[config.mk]
export PLATFORM = sky130hd
export DESIGN_NAME = ycbcr422_10bit_to_rgb_core
export DESIGN_NICKNAME = d
export VERILOG_FILES = /design/src/rtl/yc2rgb_pkg.sv /design/src/rtl/ycbcr422_10bit_to_rgb_core.sv
export SDC_FILE = /design/constraint.sdc
export NUM_CORES = 1
export LEC_CHECK = 0
export ABC_AREA = 0
export BUFFER_PORTS_ARGS = -buffer_cell sky130_fd_sc_hd__buf_2
export CORE_ASPECT_RATIO = 1.25
export CORE_UTILIZATION = 45
export CTS_BUF_LIST = sky130_fd_sc_hd__clkbuf_4
export CTS_CLUSTER_SIZE = 24
export DETAILED_ROUTE_END_ITERATION = 7
export PLACE_DENSITY = 0.59
export SKIP_CTS_REPAIR_TIMING = 1
export SYNTH_ARGS = -nofsm -noshare
export SYNTH_HDL_FRONTEND = slang
export SYNTH_SLANG_ARGS = --single-unit
[constraint.sdc]
create_clock -name clk -period 20 [get_ports clk]
set_clock_uncertainty 0.1 [all_clocks]
set_input_delay 5 -clock clk [delete_from_list [all_inputs] [get_ports clk]]
set_output_delay 5 -clock clk [all_outputs]
set_load 0.005 [all_outputs]
[src/rtl/yc2rgb_pkg.sv]
// package: coefficients, types and rounding helper for the ycbcr 4:2:2 to rgb converter
package yc2rgb_pkg;

  // unsigned q16 coefficients
  localparam logic [16:0] KY = 17'd76309;

  typedef logic [17:0] coef_t;

  // index 0 is bt.709, index 1 is bt.2020
  localparam coef_t COEF_RV [2] = '{18'd117489, 18'd110014};
  localparam coef_t COEF_GU [2] = '{18'd13975, 18'd12277};
  localparam coef_t COEF_GV [2] = '{18'd34925, 18'd42626};
  localparam coef_t COEF_BU [2] = '{18'd138438, 18'd140363};

  // matrix select codes
  localparam logic MATRIX_BT709  = 1'b0;
  localparam logic MATRIX_BT2020 = 1'b1;

  // offsets of limited-range components
  localparam logic [8:0] LUMA_OFFSET   = 9'd16;
  localparam logic [8:0] CHROMA_OFFSET = 9'd128;

  localparam int ACC_W  = 28;
  localparam int PROD_W = 26;

  typedef logic signed [ACC_W-1:0]  acc_t;
  typedef logic signed [PROD_W-1:0] prod_t;

  // smallest sum that is clamped to full scale
  localparam acc_t ACC_FULL = acc_t'(255 * 65536);
  localparam acc_t ACC_HALF = acc_t'(32768);

  // clamp to 0..255 and round half up
  function automatic logic [7:0] clamp_round(input acc_t acc);
    acc_t rounded;
    rounded = acc + ACC_HALF;
    if (acc < 0) begin
      clamp_round = 8'd0;
    end else if (acc >= ACC_FULL) begin
      clamp_round = 8'd255;
    end else begin
      clamp_round = rounded[23:16];
    end
  endfunction

endpackage

[src/rtl/ycbcr422_10bit_to_rgb_core.sv]
// top level: 10-bit 4:2:2 ycbcr pixel group to two 8-bit rgb pixels
//
// One pixel group (Cb, Y0, Cr, Y1, 10 bits each) is taken on every clock at
// which start is high; busy stays low, so a group can follow in every cycle.
// Each group gives one result, shown on the rgb ports for exactly one cycle
// with done high, after the group has passed the input register and the
// result register. The receiver cannot stall; results leave in order at the
// input rate. The colorimetry write channel is always ready and selects
// bt.709 (0) or bt.2020 (1); write it only while no group is in flight.
module ycbcr422_10bit_to_rgb_core (
  input  logic        clk,
  input  logic        rst,
  // pixel group channel
  input  logic        start,
  output logic        busy,
  input  logic [39:0] pgroup,
  // matrix select register
  input  logic        colorimetry_valid,
  output logic        colorimetry_ready,
  input  logic        colorimetry,
  // result
  output logic        done,
  output logic [7:0]  red_first,
  output logic [7:0]  green_first,
  output logic [7:0]  blue_first,
  output logic [7:0]  red_second,
  output logic [7:0]  green_second,
  output logic [7:0]  blue_second
);

  logic matrix_sel;

  // input stage
  logic       in_vld;
  logic [7:0] cb_q, y0_q, cr_q, y1_q;

  // products
  yc2rgb_pkg::prod_t     py0, py1, prv, pgu, pgv, pbu;
  logic signed [8:0]     yy0, yy1, uu, vv;

  // result sums
  yc2rgb_pkg::acc_t r0_sum, g0_sum, b0_sum, r1_sum, g1_sum, b1_sum;

  assign busy              = 1'b0;
  assign colorimetry_ready = 1'b1;

  // colorimetry register
  always_ff @(posedge clk) begin
    if (rst) begin
      matrix_sel <= yc2rgb_pkg::MATRIX_BT709;
    end else if (colorimetry_valid && colorimetry_ready) begin
      matrix_sel <= colorimetry;
    end
  end

  // capture the upper 8 bits of each component
  always_ff @(posedge clk) begin
    if (rst) begin
      in_vld <= 1'b0;
    end else begin
      in_vld <= start && !busy;
    end
    cb_q <= pgroup[39:32];
    y0_q <= pgroup[29:22];
    cr_q <= pgroup[19:12];
    y1_q <= pgroup[9:2];
  end

  // remove offsets and multiply by the matrix coefficients
  always_comb begin
    yy0 = $signed({1'b0, y0_q} - yc2rgb_pkg::LUMA_OFFSET);
    yy1 = $signed({1'b0, y1_q} - yc2rgb_pkg::LUMA_OFFSET);
    uu  = $signed({1'b0, cb_q} - yc2rgb_pkg::CHROMA_OFFSET);
    vv  = $signed({1'b0, cr_q} - yc2rgb_pkg::CHROMA_OFFSET);
    py0 = yc2rgb_pkg::prod_t'(yc2rgb_pkg::KY) * yc2rgb_pkg::prod_t'(yy0);
    py1 = yc2rgb_pkg::prod_t'(yc2rgb_pkg::KY) * yc2rgb_pkg::prod_t'(yy1);
    prv = yc2rgb_pkg::prod_t'(yc2rgb_pkg::COEF_RV[matrix_sel]) *
          yc2rgb_pkg::prod_t'(vv);
    pgu = yc2rgb_pkg::prod_t'(yc2rgb_pkg::COEF_GU[matrix_sel]) *
          yc2rgb_pkg::prod_t'(uu);
    pgv = yc2rgb_pkg::prod_t'(yc2rgb_pkg::COEF_GV[matrix_sel]) *
          yc2rgb_pkg::prod_t'(vv);
    pbu = yc2rgb_pkg::prod_t'(yc2rgb_pkg::COEF_BU[matrix_sel]) *
          yc2rgb_pkg::prod_t'(uu);
  end

  // channel sums, shared chroma terms
  always_comb begin
    r0_sum = yc2rgb_pkg::acc_t'(py0) + yc2rgb_pkg::acc_t'(prv);
    g0_sum = yc2rgb_pkg::acc_t'(py0) - yc2rgb_pkg::acc_t'(pgu) - yc2rgb_pkg::acc_t'(pgv);
    b0_sum = yc2rgb_pkg::acc_t'(py0) + yc2rgb_pkg::acc_t'(pbu);
    r1_sum = yc2rgb_pkg::acc_t'(py1) + yc2rgb_pkg::acc_t'(prv);
    g1_sum = yc2rgb_pkg::acc_t'(py1) - yc2rgb_pkg::acc_t'(pgu) - yc2rgb_pkg::acc_t'(pgv);
    b1_sum = yc2rgb_pkg::acc_t'(py1) + yc2rgb_pkg::acc_t'(pbu);
  end

  // clamp, round and register the result
  always_ff @(posedge clk) begin
    if (rst) begin
      done <= 1'b0;
    end else begin
      done <= in_vld;
    end
    red_first    <= yc2rgb_pkg::clamp_round(r0_sum);
    green_first  <= yc2rgb_pkg::clamp_round(g0_sum);
    blue_first   <= yc2rgb_pkg::clamp_round(b0_sum);
    red_second   <= yc2rgb_pkg::clamp_round(r1_sum);
    green_second <= yc2rgb_pkg::clamp_round(g1_sum);
    blue_second  <= yc2rgb_pkg::clamp_round(b1_sum);
  end

endmodule

## Word-level counts from Yosys, hierarchy flattened

Index checks and enable logic that the tools add are counted.

| word-level totals | value |
|---|---|
| logic and storage cells | 69 |
| flip-flop bits (word level) | 83 |
| input port bits | 45 |
| output and inout bits | 51 |

| cells by class | value |
|---|---|
| $mul | 6 |
| mux-type cells | 18 |
| add/sub/neg operators | 18 |
| bitwise operators | 1 |
| magnitude comparators | 13 |

Operator list:

| kind | count |
|---|---|
| $add 24x17->24 const B | 6 |
| $mux 18 | 8 |
| $add 26x26->27 | 4 |
| $ge 27x25->1 const B | 4 |
| $lt 27x1->1 const B | 4 |
| $mul 19x9->26 | 4 |
| $ge 28x25->1 const B | 2 |
| $lt 28x1->1 const B | 2 |
| $sub 27x26->28 | 2 |
| $sub 26x26->27 | 2 |
| $mul 18x9->26 const A | 2 |
| $mux 8 | 6 |
| $mux 14 | 2 |
| $sub 8x5->9 const B | 2 |
| $sub 8x8->9 const B | 2 |
| $mux 15 | 1 |
| $mux 13 | 1 |
| $ge 2x2->1 const B | 1 |
| $not 1->2 | 1 |

## Logic depth before layout (Yosys ltp)

| logic depth | value |
|---|---|
| depth in word-level cells | 9 |
| depth in mapped cells | 40 |
| depth with buffers taken out | 37 |

## Least setup slack after synthesis

Ideal clock, no wire load.

| timing | value |
|---|---|
| path type | register to register |
| start | register matrix_sel |
| end | register green_second[1] |
| required time | 19.749 ns |
| cell stages (with the launch flop) | 33 |
| library setup time | 0.151 ns |
| period minus slack after synthesis | 8.361 ns |
| setup slack | 11.639 ns |
| arrival | 8.110 ns |
| buffers on the path | 4 |
| cell sequence | dfxtp_1 clkbuf_1 clkbuf_1 buf_1 nand2_1 fa_1 inv_1 fa_1 fa_1 fa_1 inv_1 fa_1 inv_1 ha_1 nor2b_1 o21ai_0 a21oi_1 a41o_1 or2_2 a31oi_1 xnor2_1 inv_1 fa_1 ha_1 buf_2 and3_1 a211oi_1 nor2_1 or4_1 a31oi_1 o2bb2ai_1 o41ai_4 o211ai_1 |

| between the ends | value |
|---|---|
| longest elaborated chain between the ends | 9 |
| elaborated cells on any way between the ends | 15 |
| classes of those cells | add/sub (3); mul (2); order compare (2); mux (7); bitwise (1) |

RTL lines:

| element | line | text |
|---|---|---|
| start: declaration | ycbcr422_10bit_to_rgb_core.sv:31 | `logic matrix_sel;` |
| start signal: assignment | ycbcr422_10bit_to_rgb_core.sv:50 | `matrix_sel <= yc2rgb_pkg::MATRIX_BT709;` |
| start signal: assignment | ycbcr422_10bit_to_rgb_core.sv:52 | `matrix_sel <= colorimetry;` |
| $not 1->2 (implied by the code) * | ycbcr422_10bit_to_rgb_core.sv:79, ycbcr422_10bit_to_rgb_core.sv:81 |  |
| $mux 13 (implied by the code) | ycbcr422_10bit_to_rgb_core.sv:79 | `pgu = yc2rgb_pkg::prod_t'(yc2rgb_pkg::COEF_GU[matrix_sel]) *` |
| $mux 18 (implied by the code) (2 in a row) | ycbcr422_10bit_to_rgb_core.sv:79 |  |
| $mul 19x9->26 | ycbcr422_10bit_to_rgb_core.sv:79 |  |
| $sub 26x26->27 | ycbcr422_10bit_to_rgb_core.sv:93 | `g1_sum = yc2rgb_pkg::acc_t'(py1) - yc2rgb_pkg::acc_t'(pgu) - yc2rgb_pkg::acc_t'(pgv);` |
| $sub 27x26->28 * | ycbcr422_10bit_to_rgb_core.sv:93 |  |
| $add 24x17->24 / $ge 28x25->1 (equally long branches) | yc2rgb_pkg.sv:36, yc2rgb_pkg.sv:39 |  |
| $mux 8 | yc2rgb_pkg.sv:39 | `end else if (acc >= ACC_FULL) begin` |
| end signal: assignment | ycbcr422_10bit_to_rgb_core.sv:108 | `green_second <= yc2rgb_pkg::clamp_round(g1_sum);` |
| end: declaration | ycbcr422_10bit_to_rgb_core.sv:27 | `output logic [7:0] green_second,` |

Every way passes the cells marked *; elsewhere a longest branch is shown, timed or not. The select of a mux whose other input is x is not followed.
A chain may end at the register's enable or synchronous reset.

## Final worst setup path

| timing | value |
|---|---|
| start | register cr_q[2] |
| end | register green_second[1] |

| between the ends | value |
|---|---|
| longest elaborated chain between the ends | 5 |
| elaborated cells on any way between the ends | 7 |
| classes of those cells | add/sub (3); mul (1); order compare (2); mux (1) |

RTL lines:

| element | line | text |
|---|---|---|
| start: declaration | ycbcr422_10bit_to_rgb_core.sv:35 | `logic [7:0] cb_q, y0_q, cr_q, y1_q;` |
| start signal: assignment | ycbcr422_10bit_to_rgb_core.sv:65 | `cr_q <= pgroup[19:12];` |
| $sub 8x8->9 * | ycbcr422_10bit_to_rgb_core.sv:74 | `vv = $signed({1'b0, cr_q} - yc2rgb_pkg::CHROMA_OFFSET);` |
| $mul 19x9->26 * | ycbcr422_10bit_to_rgb_core.sv:81 | `pgv = yc2rgb_pkg::prod_t'(yc2rgb_pkg::COEF_GV[matrix_sel]) *` |
| $sub 27x26->28 * | ycbcr422_10bit_to_rgb_core.sv:93 |  |
| $add 24x17->24 / $ge 28x25->1 (equally long branches) | yc2rgb_pkg.sv:36, yc2rgb_pkg.sv:39 |  |
| $mux 8 | yc2rgb_pkg.sv:39 |  |

Every way passes the cells marked *; elsewhere a longest branch is shown, timed or not.

==> results_dict.tcl <==
set metrics [dict create \
    slowest_stage "dfxtp_1" \
    grt_pass1_wl_um 129000 \
    vias_per_cell 5.36 \
    hold_slack_ps 359 \
    dp_cells 4199 \
    root_buffer "clkbuf_4" \
    crit_required_ps 20390 \
    crit_path_end_kind "flip-flop" \
    synthFlopType "dfxtp_1" \
    maxCapViolations 0 \
    ys_warn_count 0 \
    syn_inst 3273 \
    clock-sinks 83 \
    period_needed_ps 10150 \
    grt_antenna_before_repair 2 \
    syn_to_final_growth_pct 5.94 \
    drive_gt1_share_pct 5.33 \
    path_buf_inv 5 \
    arrival_ps 10540 \
    min_path_type "reg2reg" \
    finalNetCount 4406 \
    clkLatencyLatePin_ps 660 \
    regArea_um2 1660 \
    drv_slew 0 \
    fin_crit_sh_pct 50.8 \
    slew_headroom_pct 25.9 \
    place_area_um2 30300 \
    gp_congestion 0.977 \
    dieWidth_um 228 \
    grt_start_max_net_pins 45 \
    fin_cells 4219 \
    fill_cells 6392 \
    async_flop_share_pct 0 \
    start_util_pct 45.5 \
    ys_seq_area_share_pct 5.78 \
    path_max_fanout 8 \
    layout_common_cells "664 x ha_1, 627 x inv_1, 327 x fa_1, 215 x a21oi_1, 153 x nand2_1" \
    firstDrtPassIters 6 \
    drc 0 \
    clockBufferDepth 2 \
    cts_made_buffers 9 \
    grt.total_usage_pct 25.7 \
    start_kind "flip-flop" \
    tns_ps 0 \
    die_y_um 285 \
    grt_pass1_vias 23500 \
    grt_overflow 0 \
    num_vias 22600 \
    design_area_um2 30400 \
    max_stage_delay_ps 680 \
    fp.coreArea_um2 63100 \
    row_count 103 \
    die-area_um2 64900 \
    htree_levels 3 \
    grt_setup_unrepaired "false" \
    status "complete, no violations" \
    mostFrequentLayoutCell "ha_1" \
    drtAntennaViolNets 0 \
    hpwlAfterDp_um 70300 \
    numPortBuffers 85 \
    crit_type "reg2reg" \
    post_drt_wl_per_cell_um 19.0 \
    fmaxAchievable_mhz 98.5 \
    hold_viol 0 \
    yosysUniqueCellTypes 99 \
    multiInputGateArea_um2 24600 \
    drtIter0Drc 1157 \
    ys_ff_latch 83 \
    routed_wl_um 80000 \
    ioPinCount 96 \
    finalSetupViolations 0 \
    synth_area_per_cell_um2 8.78 \
    synth_edf_count 0 \
    syn-cell-area_um2 28700 \
    cts_tree "yes" \
    crit_family "adder cells" \
    cts.clk_slew.worst_paths_ps 210 \
    worstMarginPinSlew_ps 1110 \
]
## routing by layer
layer,GRT usage (%),vias to the layer above,wire length [um]
met1,31.6,10800,34500
met2,44.5,407,38400
li1,-,11300,-
met3,2.63,124,2920
met5,0,-,0
met4,12.9,0,4160
## sequential cells by signal, indices dropped and copies added (netlist names)
signal,count
green_first,8
matrix_sel,1
blue_first,8
y0_q,8
red_first,8
y1_q,8
done,1
cr_q,8
green_second,8
cb_q,8
in_vld,1
blue_second,8
red_second,8
## Yosys cell counts, types with 7 or more instances
master	n	area, um2
or2_2	14	87.6
a21oi_1	215	1080
clkbuf_1	36	135
o21bai_1	24	180
a2111oi_0	8	70.1
ha_1	664	8310
a21o_1	67	503
o31a_1	7	61.3
fa_1	327	6550
and3_1	33	206
a211o_1	12	105
nor2b_1	22	138
o211a_1	7	70.1
nand2_1	153	574
a31oi_1	17	106
o21ai_0	96	480
o22ai_1	8	50.1
o31ai_1	14	105
o21ai_1	14	70.1
o211ai_1	30	225
a211oi_1	26	195
nand3_1	61	305
nand2b_1	39	244
nor3b_1	10	75.1
nand3b_1	12	90.1
nor4_1	8	50.1
and2_1	11	68.8
or3_1	17	106
inv_1	627	2350
mux2i_1	7	70.1
nor3_1	71	355
xor2_1	69	604
a21boi_0	8	60.1
o21a_1	27	203
dfxtp_1	83	1660
nor2_1	133	499
nand4_1	24	150
xnor2_1	142	1240
## metrics by stage
step	worst slack, ps	util [%]
6_report	9850	48.2
3_5_place_dp	9960	48.0
3_3_place_gp	9940	48.0
5_1_grt	9400	48.2
4_1_cts	9870	48.2
2_1_floorplan	11640	-
## final timing paths
path                            startpoint         endpoint  slack, ps  cells past startpoint
worst min register to register      in_vld             done        360                      1
worst min-delay path                in_vld             done        360                      1
worst max-delay path               cr_q[2]  green_second[1]       9850                     32
worst max register to register     cr_q[2]  green_second[1]       9850                     32
## cell type report
| class | instances | share of cell area, % |
|---|---|---|
| antenna | 4 | 0.0329 |
| clock buffer | 9 | 0.222 |
| clock inverter | 7 | 0.230 |
| inverter | 628 | 7.74 |
| multi-input combinational | 2538 | 80.8 |
| sequential | 83 | 5.46 |
| tap | 840 | 3.45 |
| timing repair buffer | 110 | 2.01 |
## cell families after synthesis
logic type                 synth area share, %
adders and majority gates                 51.7
buffers and inverters                     8.83
AOI/OAI and AO/OA                         15.4
and+or+nand+nor                           11.4
xor gates and xnor gates                  6.60
DFF                                       5.78
muxes                                    0.322
other                                   0.0261
Power is not shown: default switching activity piles up to over one toggle a cycle in this logic, so the estimate is an artifact.
